`src/rtl/vector3_normalize_macros.svh`:
```
// Assertion macros shared by the vector3_normalize RTL.
// No dependencies.
`ifndef VECTOR3_NORMALIZE_MACROS_SVH
`define VECTOR3_NORMALIZE_MACROS_SVH
`define V3N_ASSERT_IMPL(lbl, ante, cons, msg) \
	lbl: assert property (@(posedge clk) disable iff (!arst_n) (ante) |-> (cons)) \
		else $error(msg);
`define V3N_ASSERT_NEXT(lbl, ante, cons, msg) \
	lbl: assert property (@(posedge clk) disable iff (!arst_n) (ante) |=> (cons)) \
		else $error(msg);
`endif

```
`src/rtl/v3n_pkg.sv`:
```
// Shared types for vector3_normalize.
// No dependencies.
package v3n_pkg;
	typedef struct packed {
		logic valid;
		logic adv;
	} v3n_ctl_t;
endpackage

```
`src/rtl/v3n_div_cell.sv`:
```
// One restoring division step for three components sharing one divisor.
// Depends on v3n_pkg.
module v3n_div_cell #(
	parameter int NW = 32,
	parameter int DW = 16
) (
	input  logic                 clk,
	input  logic                 arst_n,
	input  v3n_pkg::v3n_ctl_t    ctl,
	input  logic [3*NW-1:0]      num_i,
	input  logic [3*(DW+1)-1:0]  rem_i,
	input  logic [3*NW-1:0]      quo_i,
	input  logic [DW-1:0]        den_i,
	input  logic [DW+3:0]        side_i,
	output logic [3*NW-1:0]      num_o,
	output logic [3*(DW+1)-1:0]  rem_o,
	output logic [3*NW-1:0]      quo_o,
	output logic [DW-1:0]        den_o,
	output logic [DW+3:0]        side_o,
	output logic                 valid_o
);
	logic [3*(DW+1)-1:0] rem_n;
	logic [3*NW-1:0]     num_n, quo_n;
	logic [DW+1:0]       sh, df;
	always_comb begin
		rem_n = '0;
		num_n = '0;
		quo_n = '0;
		sh = '0;
		df = '0;
		for (int i = 0; i < 3; i++) begin
			sh = {rem_i[i*(DW+1) +: DW+1], num_i[i*NW+NW-1]};
			df = sh - {2'b00, den_i};
			num_n[i*NW +: NW] = {num_i[i*NW +: NW-1], 1'b0};
			quo_n[i*NW +: NW] = {quo_i[i*NW +: NW-1], !df[DW+1]};
			rem_n[i*(DW+1) +: DW+1] = df[DW+1] ? sh[DW:0] : df[DW:0];
		end
	end
	always_ff @(posedge clk or negedge arst_n) begin
		if (!arst_n) begin
			valid_o <= 1'b0;
		end else if (ctl.adv) begin
			valid_o <= ctl.valid;
		end
	end
	always_ff @(posedge clk) begin
		if (ctl.adv) begin
			num_o  <= num_n;
			rem_o  <= rem_n;
			quo_o  <= quo_n;
			den_o  <= den_i;
			side_o <= side_i;
		end
	end
endmodule
```
`config.mk`:
```
export PLATFORM = sky130hd
export DESIGN_NAME = v3n_div_cell
export DESIGN_NICKNAME = d
export VERILOG_FILES = /design/src/rtl/vector3_normalize_macros.svh /design/src/rtl/v3n_pkg.sv /design/src/rtl/v3n_div_cell.sv
export SDC_FILE = /design/constraint.sdc
export NUM_CORES = 1
export LEC_CHECK = 0
export ABC_CLOCK_PERIOD_IN_PS = 800
export BUFFER_PORTS_ARGS = -buffer_cell sky130_fd_sc_hd__clkbuf_2
export CORE_AREA = 2 2 219 221
export DETAILED_ROUTE_END_ITERATION = 7
export DIE_AREA = 0 0 221 223
export PLACE_DENSITY = 0.49
export SLEW_MARGIN = 10
export SYNTH_ARGS = -nofsm -noshare
export SYNTH_HDL_FRONTEND = slang
export SYNTH_SLANG_ARGS = --single-unit
```
`constraint.sdc`:
```
create_clock -name clk -period 0.8 [get_ports clk]
set_clock_uncertainty 0.15 [all_clocks]
set_input_delay 0.08 -clock clk [delete_from_list [all_inputs] [get_ports clk]]
set_output_delay 0.08 -clock clk [all_outputs]
set_load 0.01 [all_outputs]
```
==> flow_summary.toml <==
[drt]
drc_errors_left = 0
num_vias = 10200
detail_route.vias_per_cell = 4.26
drt.antenna.violating_nets = 0
drt_wl_total_um = 45400
detailedRoute.firstPassIterationCount = 5
route.detailed.wl_per_inst_um = 18.9
drt_iter0_drc = 398

[critical_path]
crit_path_max_fanout = 4
worst_path_most_repeated_cell = "sky130_fd_sc_hd__o211ai_1"
worst-setup-path-type = "in2reg"
critPathSlowestCell = "sky130_fd_sc_hd__fa_2"
worst-path-buf-inv = 2
reg2reg_slack_ps = -110
timing.critical_path.cells = "buf_6 -> ha_4 -> fa_2 -> nand2b_4 -> a21oi_4 -> o211ai_1 -> buf_4 -> o211ai_1 -> a21oi_2 -> xnor2_1 -> mux2_4"
nature_of_the_critical_path_startpoint = "input pin"
worst_ep_required_time_ps = 910
crit_family = "compound AO/OA/AOI/OAI gates"
cp_data_arrival_time_ps = 2070
cpPeakStageDelay_ps = 370
critPathCaptureType = "flop"

[hold_path]
hold_class = "in2reg"

[finish]
layout.cells.most_common_list = "sky130_fd_sc_hd__clkbuf_2 (488), sky130_fd_sc_hd__edfxtp_1 (276), sky130_fd_sc_hd__dlygate4sd3_1 (239), sky130_fd_sc_hd__buf_4 (183), sky130_fd_sc_hd__clkbuf_16 (38)"
utilization = 0.458
final_common_cell = "sky130_fd_sc_hd__clkbuf_2"
n_fill_cell = 4298
syn_to_final_growth_pct = 87.5
drive_gt1_frac = 0.551
finish.net_count = 2096
final-seq-area_um2 = 8310
footprint_of_the_multi_input_gates_um2 = 3830
instances_no_fill = 2403

[clocking]
numCtsBuffers = 34
clock_tree.root_cell = "sky130_fd_sc_hd__clkbuf_16"
cts_max_level = 2
clkSlewWorstSetupHoldPaths_ps = 50
tritoncts = "yes"
insertion_delay_ps = 510
tritoncts_num_sinks = 277
clockBufferDepth = 3

[global_route]
first_global_vias = 11100
antenna_found_initial = 8
grt_first_pass_wirelength_um = 66900
gr-total-overflow = 0
grt_max_degree = 35
grt_use_total = 0.179

[synthesis]
synth.mux.area_fraction = 0.0299
synth_seq_area_share = 0.723
ys.warnings.count = 0
post_synth_inst_count = 732
synth_simple_gate_area_frac = 0.0505
synth_seq_cells = 277
synthDistinctLibCells = 54
post_syn_area_um2 = 11500
postSynthAreaPerCell_um2 = 15.7
largest_family_of_logic_cells_by_synthesized_area = "compound AO/OA/AOI/OAI gates"
yosys.area_share.adder = 0.0574
synth_xor_xnor_area_share = 0.0350
synth_compound_gate_area_share = 0.0825

[floorplan]
rows = 80
coreArea_um2 = 47100
initial_utilization = 0.244
floorplan.io_pins = 563
die_height_um = 223
die_ar_um2 = 49300
floorplan.die.width_um = 221

[place]
placement.io_buffers = 556
post-place-ws_ps = -1880
gpl.final_weighted_congestion = 0.885
dpl.cell_count = 2071
detailedPlacementHpwl_um = 34700

[flow_run]
maxCapViolations = 0

[timing]
finalHoldViolations = 139
setup_viol_count_final = 332
final-max-slew-violation-count = 0
fin_hold_ws_ps = -363
setup_total_negative_slack_ps = -184400
fin_ws_ps = -1160
maxClockFrequency_mhz = 509
grt_setup_unrepaired = "true"
timing.final.crit_period_ps = 1960
timing.final.crit_share = 2.46

[outcome]
run_status = "complete, but fails checks"
violations = "hold timing, setup timing"

[pwr]
p_per_area_nw_per_um2 = 1970
p_leak_nw = 9.37
power.ir.vdd_worst_v = 0.00174
[final timing paths]
path | to | depth (start not counted) | startpoint
setup / recovery | rem_o[14] | 11 | den_i[0]
hold / removal | den_o[0] | 1 | den_i[0]
setup reg to reg | valid_o | 1 | valid_o
hold reg to reg | valid_o | 1 | valid_o
max in group asynchronous | valid_o | 3 | arst_n
min in group asynchronous | valid_o | 3 | arst_n
[where the power goes]
part	internal, W	switching [W]
clock network	0.00830	0.00607
logic	0.00542	0.00472
registers	0.0176	0.000436
[routing by layer]
layer  global-route usage  vias up  share of wire
li1                     -     4853              -
met1                0.193     4972           0.37
met3               0.0432       66          0.053
met4               0.0589       10          0.027
met2                0.341      334           0.55
met5                    0        -         0.0015
[flip-flops by register name, indices dropped and copies added, names as in the netlist]
register / count
num_o: 93
rem_o: 51
den_o: 16
quo_o: 96
side_o: 20
valid_o: 1
[cell type report]
class	count	area share
flip-flops and latches	277	0.385
multi-input cells	401	0.178
repair buffers	1015	0.345
inverters	33	0.00876
clock buffers	39	0.0413
well taps	615	0.0357
clock inverters	20	0.00592
diodes	3	0.000348
[repair_timing]
item | CTS | global route
hold endpoints to repair | 451 | 149
setup endpoints to repair | 332 | 332
gates cloned | 3 | 2
pin swaps | 33 | 50
gates resized for setup | 138 | 147
setup buffers | 20 | 11
hold buffers | 238 | 1
[cells by family (layout without fill, tap and decap cells)]
family | count (synthesis) | after routing
flip-flops | 277 | 277
buffers and inverters | 56 | 1107
multiplexers | 31 | 31
AO/OA/AOI/OAI | 151 | 151
XOR/XNOR | 43 | 43
AND/OR/NAND/NOR | 122 | 122
adder cells (fa/ha/maj) | 51 | 51
other | 1 | 6
[cells in the mapped netlist, drive strengths merged]
cell type,count,area share
a2111o,1,0.00098
a211o,1,0.00076
a211oi,5,0.0037
a21o,11,0.0072
a21oi,49,0.021
a22oi,1,0.00065
a311oi,2,0.0015
a31o,2,0.0015
a31oi,10,0.0054
a32o,1,0.00087
and2,1,0.00054
and3,7,0.0038
and4,1,0.00076
buf,12,0.0072
clkbuf,11,0.0037
conb,1,0.00033
dfrtp,1,0.0022
edfxtp,276,0.72
fa,3,0.0052
ha,48,0.052
inv,33,0.011
mux2,27,0.026
mux2i,4,0.0035
nand2,47,0.015
nand2b,7,0.0038
nand3,8,0.0035
nand4,8,0.0049
nor2,26,0.0085
nor2b,7,0.0038
nor3,8,0.0044
nor3b,1,0.00065
o2111ai,3,0.0023
o211ai,9,0.0059
o21a,9,0.0059
o21ai,38,0.017
o22ai,1,0.00054
o311a,1,0.00087
o311ai,2,0.0015
o31a,1,0.00076
o31ai,3,0.0028
o32ai,1,0.0014
or3,1,0.00054
xnor2,28,0.024
xor2,15,0.011
[per-stage QoR]
step	power, W	instance area [um2]
final	0.0425	21600
after global routing	0.0445	21600
after CTS	0.0426	21100
after detailed placement	0.0261	16900
after global placement	0.0261	16900
after floorplan	0.0218	11900
(Power assumes the default switching activity.)
